$ cat src/hw/rtl/pprm_pkg.sv
`default_nettype none
// ----------------------------------------------------------------------------
// pprm_pkg - pulse period rpm meter package
// field widths, register codes, reset values, payload types and sequencer codes
// ----------------------------------------------------------------------------
package pprm_pkg;

    // fixed field widths
    localparam int CAP_W      = 16;
    localparam int OVF_W      = 8;
    localparam int THR_W      = 16;
    localparam int FREQ_W     = 32;
    localparam int COUNT_W    = 32;
    localparam int TALLY_W    = 16;
    localparam int SUM_W      = 48;
    localparam int RATE_W     = 24;
    localparam int RATIO_W    = 8;
    localparam int CFG_DATA_W = 24;
    localparam int TICK_W     = 32;

    // signed capture difference, one overflow folded in
    localparam int DIFF_W     = CAP_W + 2;

    // default fraction bits of the frequency outputs
    localparam int FRAC_BITS_DEF = 8;

    // register reset values
    localparam logic [RATE_W-1:0]  TICK_RATE_RST = RATE_W'(281250);
    localparam logic [RATIO_W-1:0] RATIO_RST     = RATIO_W'(1);

    // ticks added for one timer overflow
    localparam logic [DIFF_W-1:0]  OVF_SPAN = DIFF_W'(65536);

    // configuration register indexes
    typedef enum logic [1:0] {
        CFG_TICK_RATE                = 2'd0,
        CFG_PULSES_PER_ROTATION      = 2'd1,
        CFG_PULSES_PER_REVOLUTION    = 2'd2,
        CFG_REVOLUTIONS_PER_ROTATION = 2'd3
    } t_cfg_addr;

    typedef struct packed {
        logic        [CAP_W-1:0] capture_count;
        logic        [OVF_W-1:0] overflow_count;
        logic signed [THR_W-1:0] thrust_command;
    } t_pulse_item;

    typedef struct packed {
        logic [FREQ_W-1:0]  motor_freq;
        logic [FREQ_W-1:0]  rotation_freq;
        logic [FREQ_W-1:0]  average_freq;
        logic [FREQ_W-1:0]  prior_freq;
        logic [COUNT_W-1:0] rotations_done;
        logic [TALLY_W-1:0] samples_held;
        logic               motor_stopped;
    } t_result_item;

    // sequencer states
    typedef enum logic [2:0] {
        ST_IDLE,
        ST_LAUNCH,
        ST_WAIT,
        ST_ACCUM,
        ST_OUT
    } t_state;

    // division jobs run on the shared divider
    typedef enum logic [2:0] {
        OP_ROT,
        OP_MOTOR,
        OP_RFREQ1,
        OP_RFREQ2,
        OP_AVG
    } t_div_op;

endpackage
`default_nettype wire

$ cat src/hw/rtl/pprm_if.sv
`default_nettype none
// ----------------------------------------------------------------------------
// pprm_if - channel interfaces of the pulse period rpm meter
// pulse input, result output and register write channels
// ----------------------------------------------------------------------------
interface pprm_pulse_if;
    logic                  valid;
    logic                  ready;
    pprm_pkg::t_pulse_item data;

    modport source (output valid, output data, input ready);
    modport sink   (input valid, input data, output ready);
endinterface

interface pprm_result_if;
    logic                   valid;
    logic                   ready;
    pprm_pkg::t_result_item data;

    modport source (output valid, output data, input ready);
    modport sink   (input valid, input data, output ready);
endinterface

interface pprm_cfg_if;
    logic                                 valid;
    logic                                 ready;
    pprm_pkg::t_cfg_addr                  addr;
    logic [pprm_pkg::CFG_DATA_W-1:0]      wdata;

    modport source (output valid, output addr, output wdata, input ready);
    modport sink   (input valid, input addr, input wdata, output ready);
endinterface
`default_nettype wire

$ cat src/hw/rtl/pprm_div.sv
`default_nettype none
// ----------------------------------------------------------------------------
// pprm_div - restoring divider
// one quotient bit per cycle for each of the DW dividend bits, done pulses once
// ----------------------------------------------------------------------------
module pprm_div #(
    parameter int DW = 48,
    parameter int VW = 32
) (
    input  wire logic          i_clk,
    input  wire logic          i_rst_n,
    input  wire logic          i_start,
    input  wire logic [DW-1:0] i_dividend,
    input  wire logic [VW-1:0] i_divisor,
    output logic               o_done,
    output logic [DW-1:0]      o_quotient
);

    localparam int CW = $clog2(DW + 1);

    logic          r_busy;
    logic          r_done;
    logic [CW-1:0] r_cnt;
    logic [VW-1:0] r_rem;
    logic [DW-1:0] r_quo;
    logic [VW-1:0] r_den;

    logic [VW:0]   trial;
    logic [VW:0]   trial_sub;
    logic          fits;
    logic [VW-1:0] n_rem;

    // one restoring step
    always_comb begin
        trial     = {r_rem, r_quo[DW-1]};
        trial_sub = trial - {1'b0, r_den};
        fits      = (trial >= {1'b0, r_den});
        n_rem     = fits ? trial_sub[VW-1:0] : trial[VW-1:0];
    end

    always_ff @(posedge i_clk) begin
        if (!i_rst_n) begin
            r_busy <= 1'b0;
            r_done <= 1'b0;
            r_cnt  <= '0;
        end else if (i_start) begin
            r_busy <= 1'b1;
            r_done <= 1'b0;
            r_cnt  <= CW'(DW);
        end else if (r_busy) begin
            r_cnt <= r_cnt - CW'(1);
            if (r_cnt == CW'(1)) begin
                r_busy <= 1'b0;
                r_done <= 1'b1;
            end
        end else begin
            r_done <= 1'b0;
        end
    end

    // quotient bits shift in as the dividend shifts out
    always_ff @(posedge i_clk) begin
        if (i_start) begin
            r_rem <= '0;
            r_quo <= i_dividend;
            r_den <= i_divisor;
        end else if (r_busy) begin
            r_rem <= n_rem;
            r_quo <= {r_quo[DW-2:0], fits};
        end
    end

    assign o_done     = r_done;
    assign o_quotient = r_quo;

endmodule
`default_nettype wire

$ cat src/hw/rtl/pulse_period_rpm_meter.sv
`default_nettype none
// ----------------------------------------------------------------------------
// pulse_period_rpm_meter - period measuring tachometer
// turns timer captures of sensor pulses into motor, per-rotation and averaged
// frequencies in unsigned fixed point with FRAC_BITS fraction bits
// ----------------------------------------------------------------------------
//
//  port       dir  role       transaction carries
//  i_pulse    in   sink       capture_count, overflow_count, thrust_command
//  o_result   out  source     motor/rotation/average/prior freq, rotations_done,
//                             samples_held, motor_stopped
//  i_cfg      in   sink       register index and write data, always ready
//
//  one pulse at a time; every quotient comes from a single shared restoring
//  divider, one bit a cycle: a launch, one step per dividend bit, then done
//  a stopped pulse needs no division; a running pulse divides for its
//  rotation count and then its motor frequency (skipped when the gap is not
//  positive); a pulse that completes a rotation adds the two rotation
//  frequency divisions (skipped on a zero tick sum) and the average one
//  a finished result waits in the output register while the next pulse is
//  accepted; a stalled sink holds the sequencer only at the result hand-off
//  synchronous active-low reset clears all measurement state and loads the
//  register defaults (tick rate 281250, the three ratios 1)
//
module pulse_period_rpm_meter #(
    parameter int FRAC_BITS = pprm_pkg::FRAC_BITS_DEF
) (
    input  wire logic      i_clk,
    input  wire logic      i_rst_n,
    pprm_pulse_if.sink     i_pulse,
    pprm_result_if.source  o_result,
    pprm_cfg_if.sink       i_cfg
);

    // dividend wide enough for the frequency sum and for the scaled tick rate
    localparam int DW = (pprm_pkg::RATE_W + FRAC_BITS > pprm_pkg::SUM_W) ?
                        (pprm_pkg::RATE_W + FRAC_BITS) : pprm_pkg::SUM_W;
    localparam int VW = pprm_pkg::TICK_W;

    localparam int FREQ_W  = pprm_pkg::FREQ_W;
    localparam int COUNT_W = pprm_pkg::COUNT_W;
    localparam int TALLY_W = pprm_pkg::TALLY_W;
    localparam int SUM_W   = pprm_pkg::SUM_W;
    localparam int CAP_W   = pprm_pkg::CAP_W;
    localparam int DIFF_W  = pprm_pkg::DIFF_W;
    localparam int RATIO_W = pprm_pkg::RATIO_W;
    localparam int RATE_W  = pprm_pkg::RATE_W;

    // divide-by-zero guard: a zero ratio acts as one
    function automatic logic [RATIO_W-1:0] nz(input logic [RATIO_W-1:0] v);
        return (v == '0) ? RATIO_W'(1) : v;
    endfunction

    function automatic logic [FREQ_W-1:0] sat32(input logic [DW-1:0] v);
        return (|v[DW-1:FREQ_W]) ? '1 : v[FREQ_W-1:0];
    endfunction

    // configuration registers
    logic [RATE_W-1:0]  r_tick_rate;
    logic [RATIO_W-1:0] r_ppr_rot;
    logic [RATIO_W-1:0] r_ppr_rev;
    logic [RATIO_W-1:0] r_rev_rot;

    // measurement state
    logic [CAP_W-1:0]   r_last_capture;
    logic [COUNT_W-1:0] r_pulse_total;
    logic [COUNT_W-1:0] r_last_rot;
    logic [VW-1:0]      r_tick_sum;
    logic [SUM_W-1:0]   r_freq_sum;
    logic [TALLY_W-1:0] r_tally;
    logic [FREQ_W-1:0]  r_motor;
    logic [FREQ_W-1:0]  r_rot_freq;
    logic [FREQ_W-1:0]  r_avg;
    logic [FREQ_W-1:0]  r_prior;
    logic [COUNT_W-1:0] r_rot_count;
    logic               r_stopped;

    // sequencer
    pprm_pkg::t_state   r_state, n_state;
    pprm_pkg::t_div_op  r_op, n_op;

    // per-pulse working registers
    logic [DIFF_W-1:0]  r_diff;
    logic [DW-1:0]      r_quot;
    logic [COUNT_W-1:0] r_rdiff;

    // output register
    logic                   r_out_valid;
    pprm_pkg::t_result_item r_out_data;

    logic pulse_acc;
    logic cfg_acc;
    logic pulse_stopped;
    logic div_start;
    logic div_done;
    logic load_out;
    logic [DW-1:0] div_quot;
    logic [DW-1:0] div_dividend;
    logic [VW-1:0] div_divisor;
    logic [DIFF_W-1:0] pulse_diff;
    logic diff_pos;
    logic diff_zero;
    logic rot_adv;
    logic tick_zero;
    logic [VW-1:0]      n_tick_sum;
    logic [SUM_W:0]     freq_sum_ext;
    logic [SUM_W-1:0]   n_freq_sum;
    logic [TALLY_W-1:0] n_tally;
    logic [DW-1:0]      scaled_rate;
    logic [CAP_W+RATIO_W:0]     motor_den;
    logic [TALLY_W+RATIO_W-1:0] avg_den;

    assign pulse_acc = i_pulse.valid && i_pulse.ready;
    assign cfg_acc   = i_cfg.valid && i_cfg.ready;
    assign i_cfg.ready = 1'b1;

    // motor counts as stopped with no positive thrust or more than one overflow
    assign pulse_stopped = (i_pulse.data.thrust_command <= 16'sd0) ||
                           (i_pulse.data.overflow_count > pprm_pkg::OVF_W'(1));

    // tick difference, one overflow folded in as a full timer span
    assign pulse_diff = {2'b00, i_pulse.data.capture_count} - {2'b00, r_last_capture} +
                        ((i_pulse.data.overflow_count != '0) ? pprm_pkg::OVF_SPAN : '0);

    assign diff_zero = (r_diff == '0);
    assign diff_pos  = !r_diff[DIFF_W-1] && !diff_zero;

    // accumulation step, difference sign-extended so tick_sum wraps like the count
    assign n_tick_sum   = r_tick_sum + VW'($signed(r_diff));
    assign tick_zero    = (n_tick_sum == '0);
    assign freq_sum_ext = {1'b0, r_freq_sum} + (SUM_W + 1)'(r_motor);
    assign n_freq_sum   = freq_sum_ext[SUM_W] ? '1 : freq_sum_ext[SUM_W-1:0];
    assign n_tally      = (r_tally == '1) ? r_tally : r_tally + TALLY_W'(1);
    assign rot_adv      = (r_rot_count > r_last_rot);

    // divider operands
    assign scaled_rate = DW'(r_tick_rate) << FRAC_BITS;
    assign motor_den   = r_diff[CAP_W:0] * nz(r_ppr_rev);
    assign avg_den     = r_tally * nz(r_rev_rot);

    always_comb begin
        case (r_op)
            pprm_pkg::OP_ROT: begin
                div_dividend = DW'(r_pulse_total);
                div_divisor  = VW'(nz(r_ppr_rot));
            end
            pprm_pkg::OP_MOTOR: begin
                div_dividend = scaled_rate;
                div_divisor  = VW'(motor_den);
            end
            pprm_pkg::OP_RFREQ1: begin
                div_dividend = scaled_rate;
                div_divisor  = r_tick_sum;
            end
            pprm_pkg::OP_RFREQ2: begin
                div_dividend = r_quot;
                div_divisor  = r_rdiff;
            end
            pprm_pkg::OP_AVG: begin
                div_dividend = DW'(r_freq_sum);
                div_divisor  = VW'(avg_den);
            end
            default: begin
                div_dividend = '0;
                div_divisor  = VW'(1);
            end
        endcase
    end

    pprm_div #(
        .DW (DW),
        .VW (VW)
    ) u_div (
        .i_clk      (i_clk),
        .i_rst_n    (i_rst_n),
        .i_start    (div_start),
        .i_dividend (div_dividend),
        .i_divisor  (div_divisor),
        .o_done     (div_done),
        .o_quotient (div_quot)
    );

    // next state and next division job
    always_comb begin
        n_state = r_state;
        n_op    = r_op;
        case (r_state)
            pprm_pkg::ST_IDLE: begin
                if (pulse_acc) begin
                    if (pulse_stopped) begin
                        n_state = pprm_pkg::ST_OUT;
                    end else begin
                        n_state = pprm_pkg::ST_LAUNCH;
                        n_op    = pprm_pkg::OP_ROT;
                    end
                end
            end
            pprm_pkg::ST_LAUNCH: begin
                n_state = pprm_pkg::ST_WAIT;
            end
            pprm_pkg::ST_WAIT: begin
                if (div_done) begin
                    case (r_op)
                        pprm_pkg::OP_ROT: begin
                            if (diff_pos) begin
                                n_state = pprm_pkg::ST_LAUNCH;
                                n_op    = pprm_pkg::OP_MOTOR;
                            end else begin
                                n_state = pprm_pkg::ST_ACCUM;
                            end
                        end
                        pprm_pkg::OP_MOTOR: begin
                            n_state = pprm_pkg::ST_ACCUM;
                        end
                        pprm_pkg::OP_RFREQ1: begin
                            n_state = pprm_pkg::ST_LAUNCH;
                            n_op    = pprm_pkg::OP_RFREQ2;
                        end
                        pprm_pkg::OP_RFREQ2: begin
                            n_state = pprm_pkg::ST_LAUNCH;
                            n_op    = pprm_pkg::OP_AVG;
                        end
                        pprm_pkg::OP_AVG: begin
                            n_state = pprm_pkg::ST_OUT;
                        end
                        default: begin
                            n_state = pprm_pkg::ST_IDLE;
                        end
                    endcase
                end
            end
            pprm_pkg::ST_ACCUM: begin
                if (rot_adv) begin
                    // zero tick sum saturates the rotation frequency, skip its divisions
                    n_state = pprm_pkg::ST_LAUNCH;
                    n_op    = tick_zero ? pprm_pkg::OP_AVG : pprm_pkg::OP_RFREQ1;
                end else begin
                    n_state = pprm_pkg::ST_OUT;
                end
            end
            pprm_pkg::ST_OUT: begin
                if (!r_out_valid || o_result.ready) begin
                    n_state = pprm_pkg::ST_IDLE;
                end
            end
            default: begin
                n_state = pprm_pkg::ST_IDLE;
            end
        endcase
    end

    // sequencer outputs
    always_comb begin
        i_pulse.ready = (r_state == pprm_pkg::ST_IDLE);
        div_start     = (r_state == pprm_pkg::ST_LAUNCH);
        load_out      = (r_state == pprm_pkg::ST_OUT) && (!r_out_valid || o_result.ready);
    end

    // control and measurement state
    always_ff @(posedge i_clk) begin
        if (!i_rst_n) begin
            r_state        <= pprm_pkg::ST_IDLE;
            r_op           <= pprm_pkg::OP_ROT;
            r_tick_rate    <= pprm_pkg::TICK_RATE_RST;
            r_ppr_rot      <= pprm_pkg::RATIO_RST;
            r_ppr_rev      <= pprm_pkg::RATIO_RST;
            r_rev_rot      <= pprm_pkg::RATIO_RST;
            r_last_capture <= '0;
            r_pulse_total  <= '0;
            r_last_rot     <= '0;
            r_tick_sum     <= '0;
            r_freq_sum     <= '0;
            r_tally        <= '0;
            r_motor        <= '0;
            r_rot_freq     <= '0;
            r_avg          <= '0;
            r_prior        <= '0;
            r_rot_count    <= '0;
            r_stopped      <= 1'b0;
            r_out_valid    <= 1'b0;
        end else begin
            r_state <= n_state;
            r_op    <= n_op;

            if (cfg_acc) begin
                case (i_cfg.addr)
                    pprm_pkg::CFG_TICK_RATE:                r_tick_rate <= i_cfg.wdata;
                    pprm_pkg::CFG_PULSES_PER_ROTATION:      r_ppr_rot <= i_cfg.wdata[RATIO_W-1:0];
                    pprm_pkg::CFG_PULSES_PER_REVOLUTION:    r_ppr_rev <= i_cfg.wdata[RATIO_W-1:0];
                    pprm_pkg::CFG_REVOLUTIONS_PER_ROTATION: r_rev_rot <= i_cfg.wdata[RATIO_W-1:0];
                    default: ;
                endcase
            end

            if (pulse_acc) begin
                r_last_capture <= i_pulse.data.capture_count;
                r_stopped      <= pulse_stopped;
                if (pulse_stopped) begin
                    // stopped: clear motor/rotation/avg freqs, pulse counts; sums kept
                    r_prior       <= r_rot_freq;
                    r_motor       <= '0;
                    r_rot_freq    <= '0;
                    r_avg         <= '0;
                    r_pulse_total <= '0;
                    r_last_rot    <= '0;
                end else begin
                    r_prior       <= r_motor;
                    r_pulse_total <= r_pulse_total + COUNT_W'(1);
                end
            end

            if ((r_state == pprm_pkg::ST_WAIT) && div_done) begin
                case (r_op)
                    pprm_pkg::OP_ROT: begin
                        r_rot_count <= div_quot[COUNT_W-1:0];
                        // zero gap saturates, backwards gap reads as standstill
                        if (!diff_pos) begin
                            r_motor <= diff_zero ? '1 : '0;
                        end
                    end
                    pprm_pkg::OP_MOTOR: begin
                        r_motor <= sat32(div_quot);
                    end
                    pprm_pkg::OP_RFREQ2: begin
                        r_rot_freq <= sat32(div_quot);
                    end
                    pprm_pkg::OP_AVG: begin
                        r_avg      <= sat32(div_quot);
                        r_freq_sum <= '0;
                        r_tally    <= '0;
                        r_tick_sum <= '0;
                    end
                    default: ;
                endcase
            end

            if (r_state == pprm_pkg::ST_ACCUM) begin
                r_freq_sum <= n_freq_sum;
                r_tally    <= n_tally;
                r_tick_sum <= n_tick_sum;
                if (rot_adv) begin
                    r_last_rot <= r_rot_count;
                    if (tick_zero) begin
                        r_rot_freq <= '1;
                    end
                end
            end

            if (load_out) begin
                r_out_valid <= 1'b1;
            end else if (o_result.ready) begin
                r_out_valid <= 1'b0;
            end
        end
    end

    // working registers and result payload
    always_ff @(posedge i_clk) begin
        if (pulse_acc) begin
            r_diff <= pulse_diff;
        end
        if ((r_state == pprm_pkg::ST_WAIT) && div_done && (r_op == pprm_pkg::OP_RFREQ1)) begin
            r_quot <= div_quot;
        end
        if ((r_state == pprm_pkg::ST_ACCUM) && rot_adv) begin
            r_rdiff <= r_rot_count - r_last_rot;
        end
        if (load_out) begin
            r_out_data.motor_freq     <= r_motor;
            r_out_data.rotation_freq  <= r_rot_freq;
            r_out_data.average_freq   <= r_avg;
            r_out_data.prior_freq     <= r_prior;
            r_out_data.rotations_done <= r_rot_count;
            r_out_data.samples_held   <= r_tally;
            r_out_data.motor_stopped  <= r_stopped;
        end
    end

    assign o_result.valid = r_out_valid;
    assign o_result.data  = r_out_data;

endmodule
`default_nettype wire

$ cat src/flat_wrapper.sv
// flat-port wrapper written by rule: the top's interface ports become plain ports
module pulse_period_rpm_meter_flat 
#(
    parameter int FRAC_BITS = pprm_pkg::FRAC_BITS_DEF
)
  (i_clk, i_rst_n, i_pulse_valid, i_pulse_data, i_pulse_ready, o_result_valid, o_result_data, o_result_ready, i_cfg_valid, i_cfg_addr, i_cfg_wdata, i_cfg_ready);
  pprm_pulse_if i_pulse_i ();
  pprm_result_if o_result_i ();
  pprm_cfg_if i_cfg_i ();
  input  wire logic i_clk;
  input  wire logic i_rst_n;
  input wire logic [$bits(i_pulse_i.valid)-1:0] i_pulse_valid;
  input wire logic [$bits(i_pulse_i.data)-1:0] i_pulse_data;
  output wire logic [$bits(i_pulse_i.ready)-1:0] i_pulse_ready;
  output wire logic [$bits(o_result_i.valid)-1:0] o_result_valid;
  output wire logic [$bits(o_result_i.data)-1:0] o_result_data;
  input wire logic [$bits(o_result_i.ready)-1:0] o_result_ready;
  input wire logic [$bits(i_cfg_i.valid)-1:0] i_cfg_valid;
  input wire logic [$bits(i_cfg_i.addr)-1:0] i_cfg_addr;
  input wire logic [$bits(i_cfg_i.wdata)-1:0] i_cfg_wdata;
  output wire logic [$bits(i_cfg_i.ready)-1:0] i_cfg_ready;
  assign i_pulse_i.valid = i_pulse_valid;
  assign i_pulse_i.data = i_pulse_data;
  assign i_pulse_ready = i_pulse_i.ready;
  assign o_result_valid = o_result_i.valid;
  assign o_result_data = o_result_i.data;
  assign o_result_i.ready = o_result_ready;
  assign i_cfg_i.valid = i_cfg_valid;
  assign i_cfg_i.addr = i_cfg_addr;
  assign i_cfg_i.wdata = i_cfg_wdata;
  assign i_cfg_ready = i_cfg_i.ready;
  pulse_period_rpm_meter #(.FRAC_BITS(FRAC_BITS)) u_core (.i_clk(i_clk), .i_rst_n(i_rst_n), .i_pulse(i_pulse_i), .o_result(o_result_i), .i_cfg(i_cfg_i));
endmodule
$ cat config.mk
export PLATFORM = sky130hd
export DESIGN_NAME = pulse_period_rpm_meter_flat
export DESIGN_NICKNAME = d
export VERILOG_FILES = /design/src/hw/rtl/pprm_pkg.sv /design/src/hw/rtl/pprm_if.sv /design/src/hw/rtl/pprm_div.sv /design/src/hw/rtl/pulse_period_rpm_meter.sv /design/src/flat_wrapper.sv
export SDC_FILE = /design/constraint.sdc
export NUM_CORES = 2
export LEC_CHECK = 0
export BUFFER_PORTS_ARGS = -buffer_cell sky130_fd_sc_hd__buf_2
export CAP_MARGIN = 5
export CORE_MARGIN = 2
export CORE_UTILIZATION = 61
export DETAILED_ROUTE_END_ITERATION = 8
export PLACE_DENSITY = 0.8
export SYNTH_ARGS = -nofsm -noshare
export SYNTH_HDL_FRONTEND = slang
export SYNTH_SLANG_ARGS = --single-unit
$ cat constraint.sdc
create_clock -name i_clk -period 17 [get_ports i_clk]
set_clock_uncertainty 0.2 [all_clocks]
set_input_delay 3.4 -clock i_clk [delete_from_list [all_inputs] [get_ports i_clk]]
set_output_delay 3.4 -clock i_clk [all_outputs]
set_load 0.01 [all_outputs]
### After elaboration in Yosys (flattened, before gate mapping)

Cells that the tools add are included.

| operators by class | value |
|---|---|
| add/subtract/negate cells | 9 |
| multiply operators | 2 |
| order comparisons | 4 |
| equal/unequal tests | 21 |
| multiplexer cells | 67 |
| bitwise operators | 2 |
| reductions and logical operators | 39 |

Operators by type and width:

| operator | number |
|---|---|
| 2-to-1 mux 32 bit | 27 |
| 2-to-1 mux 48 bit | 6 |
| case mux 48 bit (4 select lines) | 1 |
| case mux 32 bit (5 select lines) | 1 |
| 2-to-1 mux 16 bit | 4 |
| case mux 32 bit (2 select lines) | 1 |
| subtractor 32 bit | 2 |
| adder 48 x 32 -> 49 bit | 1 |
| greater-or-equal comparator 33 x 32 -> 1 bit | 1 |
| 2-to-1 mux 3 bit | 11 |
| adder 32 x 1 -> 32 bit, second input constant | 1 |
| adder 32 bit | 1 |
| greater-than comparator 32 bit | 1 |
| logical NOT 32 bit | 1 |
| multiplier 17 x 8 -> 25 bit | 1 |
| logical NOT 8 bit | 3 |
| multiplier 16 x 8 -> 24 bit | 1 |
| 2-to-1 mux 8 bit | 3 |
| adder 18 bit | 1 |
| logical NOT 18 bit | 1 |
| case mux 3 bit (3 select lines) | 2 |
| 2-to-1 mux 17 bit | 1 |
| subtractor 16 x 16 -> 17 bit | 1 |
| adder 16 x 1 -> 16 bit, second input constant | 1 |
| other kinds (34) | 70 |

| word-level totals | value |
|---|---|
| bits in registers | 787 |
| input port bits | 71 |
| output and inout bits | 180 |
| logic and storage cells | 180 |

### Logic depth before layout (Yosys ltp)

| depth | value |
|---|---|
| word-level depth | 9 |
| depth in mapped cells | 21 |
| gate-level depth less buffers | 20 |

### By module

Synthesis repeated with hierarchy kept, for this count alone.

| unflattened totals | value |
|---|---|
| cell total of the unflattened synthesis | 4945 |
| area total of the unflattened synthesis | 47127.7 sq um |

Modules (own cells, without submodules):

| module | times used | cells an instance | area each (sq um) | sequential area each (sq um) |
|---|---|---|---|---|
| pulse_period_rpm_meter | 1 | 4334 | 40488.8 | 16105.4 |
| pprm_div | 1 | 611 | 6638.9 | 3203.1 |

### Least setup slack after synthesis

Ideal clock, no wire load.

| path | value |
|---|---|
| path type | input to register |
| start | in o_result_ready |
| end | reg u_core.r_out_data, in the netlist u_core.o_result.data[0] (enable) |
| library setup time | 717 ps |
| data arrival time | 10811 ps |
| data required time | 16083 ps |
| setup slack | 5272 ps |
| cell stages on the path | 2 |
| buffers on the path | 0 |
| cells stage by stage | nor2b_1 > nor2_1 |

| on the way | value |
|---|---|
| cells in the longest elaborated chain, start to end | 2 |

RTL lines:

| what | RTL line | source |
|---|---|---|
| from (decl) | flat_wrapper.sv:17 | `input wire logic [$bits(o_result_i.ready)-1:0] o_result_ready;` |
| logical OR 1 bit | pulse_period_rpm_meter.sv:256 | `load_out = (r_state == pprm_pkg::ST_OUT) && (!r_out_valid \|\| o_result.ready);` |
| logical AND 1 bit | pulse_period_rpm_meter.sv:256 |  |
| net u_core.load_out | pulse_period_rpm_meter.sv:96 | `logic load_out;` |
| to (decl) | pulse_period_rpm_meter.sv:89 | `pprm_pkg::t_result_item r_out_data;` |

The timed path passes the listed nets, and every way through them passes these cells.
A chain may end at the register's enable or synchronous reset.

### Worst setup path after layout

| path | value |
|---|---|
| start | in i_pulse_data[21] |
| end | reg u_core.r_rot_freq[0] |

| on the way | value |
|---|---|
| cells in the longest elaborated chain, start to end | 9 |

RTL lines:

| what | RTL line | source |
|---|---|---|
| from (decl) | flat_wrapper.sv:13 | `input wire logic [$bits(i_pulse_i.data)-1:0] i_pulse_data;` |
| greater-than comparator 8 x 1 -> 1 bit * | pulse_period_rpm_meter.sv:119 | `(i_pulse.data.overflow_count > pprm_pkg::OVF_W'(1));` |
| logical OR 1 bit * | pulse_period_rpm_meter.sv:118 | `assign pulse_stopped = (i_pulse.data.thrust_command <= 16'sd0) \|\|` |
| 2-to-1 mux 32 bit * | pulse_period_rpm_meter.sv:298 | `if (pulse_stopped) begin` |
| 2-to-1 mux 32 bit * | pulse_period_rpm_meter.sv:295 | `if (pulse_acc) begin` |
| 2-to-1 mux 32 bit | pulse_period_rpm_meter.sv:313 | `case (r_op)` |
| 2-to-1 mux 32 bit * | pulse_period_rpm_meter.sv:312 | `if ((r_state == pprm_pkg::ST_WAIT) && div_done) begin` |
| 2-to-1 mux 32 bit | pulse_period_rpm_meter.sv:343 | `if (tick_zero) begin` |
| 2-to-1 mux 32 bit | pulse_period_rpm_meter.sv:341 | `if (rot_adv) begin` |
| 2-to-1 mux 32 bit * | pulse_period_rpm_meter.sv:337 | `if (r_state == pprm_pkg::ST_ACCUM) begin` |
| to (signal assigned) | pulse_period_rpm_meter.sv:325 | `r_rot_freq <= sat32(div_quot);` |
| to (decl) | pulse_period_rpm_meter.sv:72 | `logic [FREQ_W-1:0] r_rot_freq;` |

Every way passes the cells marked *; elsewhere a longest branch is shown, timed or not.

==> impl_metrics.ini <==
[clocking]
hold_buffers = 0
cts.clk_slew.worst_paths_ns = 0.06
postCtsSetupRepairBufs = 0
cts_root_buf = clkbuf_16
clk_latency_ns = 0.66
cts_max_level = 3
cts_resized = 0
cts_buffer_depth = 3
cts_tree = done
cts.sinks = 787
numCtsBuffers = 82

[global_routing]
grt_pass1_vias = 36700
grt_max_degree = 141
antenna_found_initial = 4
grt_usage_pct = 32.67
grt_pass1_wl_mm = 203.1
grt_overflow = 0

[routing]
drt_wl_total_mm = 129.5
vias_per_cell = 6.302
drtIter0Drc = 4115
detail-route-antenna-nets = 0
vias = 38440
wl_per_cell_um = 21.23
dr.pass1.iters = 6
drc_errors = 0

[worst_setup_path]
critPathMaxStageDelay_ns = 0.96
path_common_cell = nand2_1
r2r_slack_ns = 10.64
critical_path.top_delay_family = simple AND/OR/NAND/NOR gates
path_max_fanout = 77
path_cells = buf_2 > nor4_1 > nand2_1 > a311oi_4 > buf_4 > nand2b_4 > nand2_1 > buf_4 > a21oi_2 > nand2_1 > o211ai_2
required_ns = 17.35
path_class = input pin to flip-flop
end_kind = flip-flop
arrival_ns = 7.54
slowest_stage = a21oi_2
critPathLaunchType = input pin
cp_num_buf_inv = 3
r2r_start = u_core.r_rev_rot[4]
r2r_cells = 18
reg2reg_to = u_core.u_div.r_den[18]

[synth]
synth_area_um2 = 46450
syn_area_per_cell_um2 = 9.359
synth_ff_type = dfxtp_1
synth_cell_types = 96
synth_edf_count = 355
ys_seq_area_share_pct = 41.57
synth.net_count = 5450
yosysWarnings = 0
synth_seq_cells = 787
synthArstFlopShare_pct = 0
syn_inst = 4963

[sta]
max_freq_mhz = 139.0
rsz0062_at_grt = false
period_share_pct = 42.31
hold_ws_ns = 0.2259
finalSetupViolCount = 0
relSlewSlack_pct = 11.80
tightest_slew_ns = 1.319
finalCriticalPeriod_ns = 7.193
setup_tns_ns = 0
hold_violations = 0
final_max_slew_viol_count = 0

[run]
drv_cap = 0

[floorplan]
fp.dieW_um = 279.9
fp.dieH_um = 279.9
row_count = 101
core_um2 = 75700
die_area_um2 = 78370
ios = 251
initial_core_util_pct = 61.36

[power]
combPwrFrac_pct = 13.3
netSwitchingPower_uw = 1248
p_per_area_nw_per_um2 = 92.12
power_frac_clock_pct = 42.2
p_leak_uw = 0.02113
swShare_pct = 26.47
vdd_drop_max_mv = 0.07793
p_seq_share_pct = 44.5
finalPower_uw = 4714
p_int_uw = 3466

[placement]
io_buffer_count = 249
dpl.hpwl_mm = 90.37
place_congestion = 0.9581

[worst_hold_path]
min_path_type = flip-flop to flip-flop
min_from = u_core.r_prior[6]
min_path_cells = 0
worstHoldEndpoint = u_core.o_result.data[55]

[final_layout]
multiInputGateArea_um2 = 24720
fillCellCount = 5747
drive_above_1_share_pct = 9.590
area_growth_pct = 10.16
nets = 5537
regArea_um2 = 19320

[run_status]
status = complete, no violations
==> kinds of logic after synthesis <==
group | after synthesis | synth area share (%)
compound gates | 1222 | 16.94
xor+xnor | 187 | 3.526
fa+ha+maj | 416 | 14.10
buf+inv | 639 | 5.382
flops | 787 | 41.57
mux | 115 | 2.508
other cells | 1 | 0.008073
simple gates | 1596 | 15.96
==> per-layer routing <==
metal  GRT usage (%)  part of all wire [%]
met5               0                 0.032
met4           13.19                   4.2
met3           5.863                   9.8
met2           51.04                    45
met1           45.16                    41
==> state kept, by name (all words and copies together), names as in the netlist, 16 cells and up <==
name	cells
u_core.r_last_capture	16
u_core.u_div.r_rem	32
u_core.r_avg	32
u_core.u_div.r_den	32
u_core.r_rot_freq	32
u_core.r_tick_rate	24
u_core.r_diff	18
u_core.r_rdiff	32
u_core.r_prior	32
u_core.u_div.o_quotient	48
u_core.r_rot_count	32
u_core.r_quot	48
u_core.r_last_rot	32
u_core.o_result.data	177
u_core.r_motor	32
u_core.r_pulse_total	32
u_core.r_tick_sum	32
u_core.r_freq_sum	48
u_core.r_tally	16
==> cell usage after synthesis, types with 126 or more instances <==
| master | count | area [um^2] |
|---|---|---|
| and2_1 | 164 | 1026 |
| dfxtp_1 | 432 | 8648 |
| fa_1 | 179 | 3583 |
| nand2_1 | 515 | 1933 |
| clkbuf_1 | 236 | 885.9 |
| edfxtp_1 | 355 | 10660 |
| nor2_1 | 472 | 1772 |
| nand3_1 | 126 | 630.6 |
| ha_1 | 237 | 2965 |
| a21oi_1 | 414 | 2072 |
| inv_1 | 353 | 1325 |
| o21ai_0 | 195 | 975.9 |
==> through the flow <==
step / instances / instance area (um^2) / setup slack [ns] / util, %
finish: 6099 / 51170 / 9.807 / 67.60
global route: 6098 / 51170 / 9.582 / 67.59
CTS: 6098 / 51170 / 9.910 / 67.59
detailed placement: 5944 / 48130 / 9.264 / 63.59
global placement: 5944 / 48130 / 9.399 / 63.59
floorplan: 4963 / 46450 / 5.272 / -
==> power by group through the flow <==
stage          registers [uW]  logic [uW]  clock network, uW
2_1_floorplan            2120         467                  0
3_3_place_gp             2130         599                  0
3_5_place_dp             2140         617                  0
4_1_cts                  2100         622               2000
5_1_grt                  2100         701               2070
6_report                 2100         627               1990
==> cells in the final DEF, fill, tap and decap left out, types with 26 or more instances in the layout <==
cell type / count
a22oi_1: 45
clkbuf_16: 85
nor2b_1: 74
o211ai_1: 26
a21oi_1: 413
a31oi_1: 81
nand2_1: 514
and3_1: 39
xnor2_1: 92
edfxtp_1: 355
nor3_1: 46
dfxtp_1: 428
inv_1: 351
o21ai_0: 195
and2_1: 163
nor2_1: 470
xor2_1: 95
nand3_1: 126
o21a_1: 28
a21o_1: 89
nand4_1: 38
fa_1: 179
ha_1: 237
buf_2: 249
mux2i_1: 113
a211oi_1: 118
buf_4: 37
==> worst register-to-register path, delay by kind of cell (launching register included) <==
family / cells / cell delay [ns]
compound gates: 8 / 1.86
xor+xnor: 1 / 0.41
fa+ha+maj: 5 / 2.47
buf+inv: 3 / 0.15
flops: 1 / 0.79
simple gates: 1 / 0.18
==> worst max path at each step <==
stage | startpoint | endpoint | slack [ns] | cells after the start
after floorplan | o_result_ready | u_core.o_result.data[0] | 5.27 | 2
after global placement | i_pulse_data[21] | u_core.r_rot_freq[2] | 9.40 | 11
after detailed placement | i_pulse_data[21] | u_core.r_rot_freq[0] | 9.26 | 11
after CTS | i_pulse_data[21] | u_core.r_rot_freq[0] | 9.91 | 11
after global routing | i_pulse_data[21] | u_core.r_rot_freq[25] | 9.58 | 11
final | i_pulse_data[21] | u_core.r_rot_freq[0] | 9.81 | 11
==> cell type report <==
type	instances	area share, %
Multi-Input combinational cell	3537	48.31
Timing Repair Buffer	286	2.978
Sequential cell	787	37.76
Inverter	356	2.631
Tap cell	978	2.391
Clock buffer	111	4.609
Clock inverter	43	1.316
Antenna cell	1	0.004891
No activity file was read; power rests on OpenSTA's default activity.
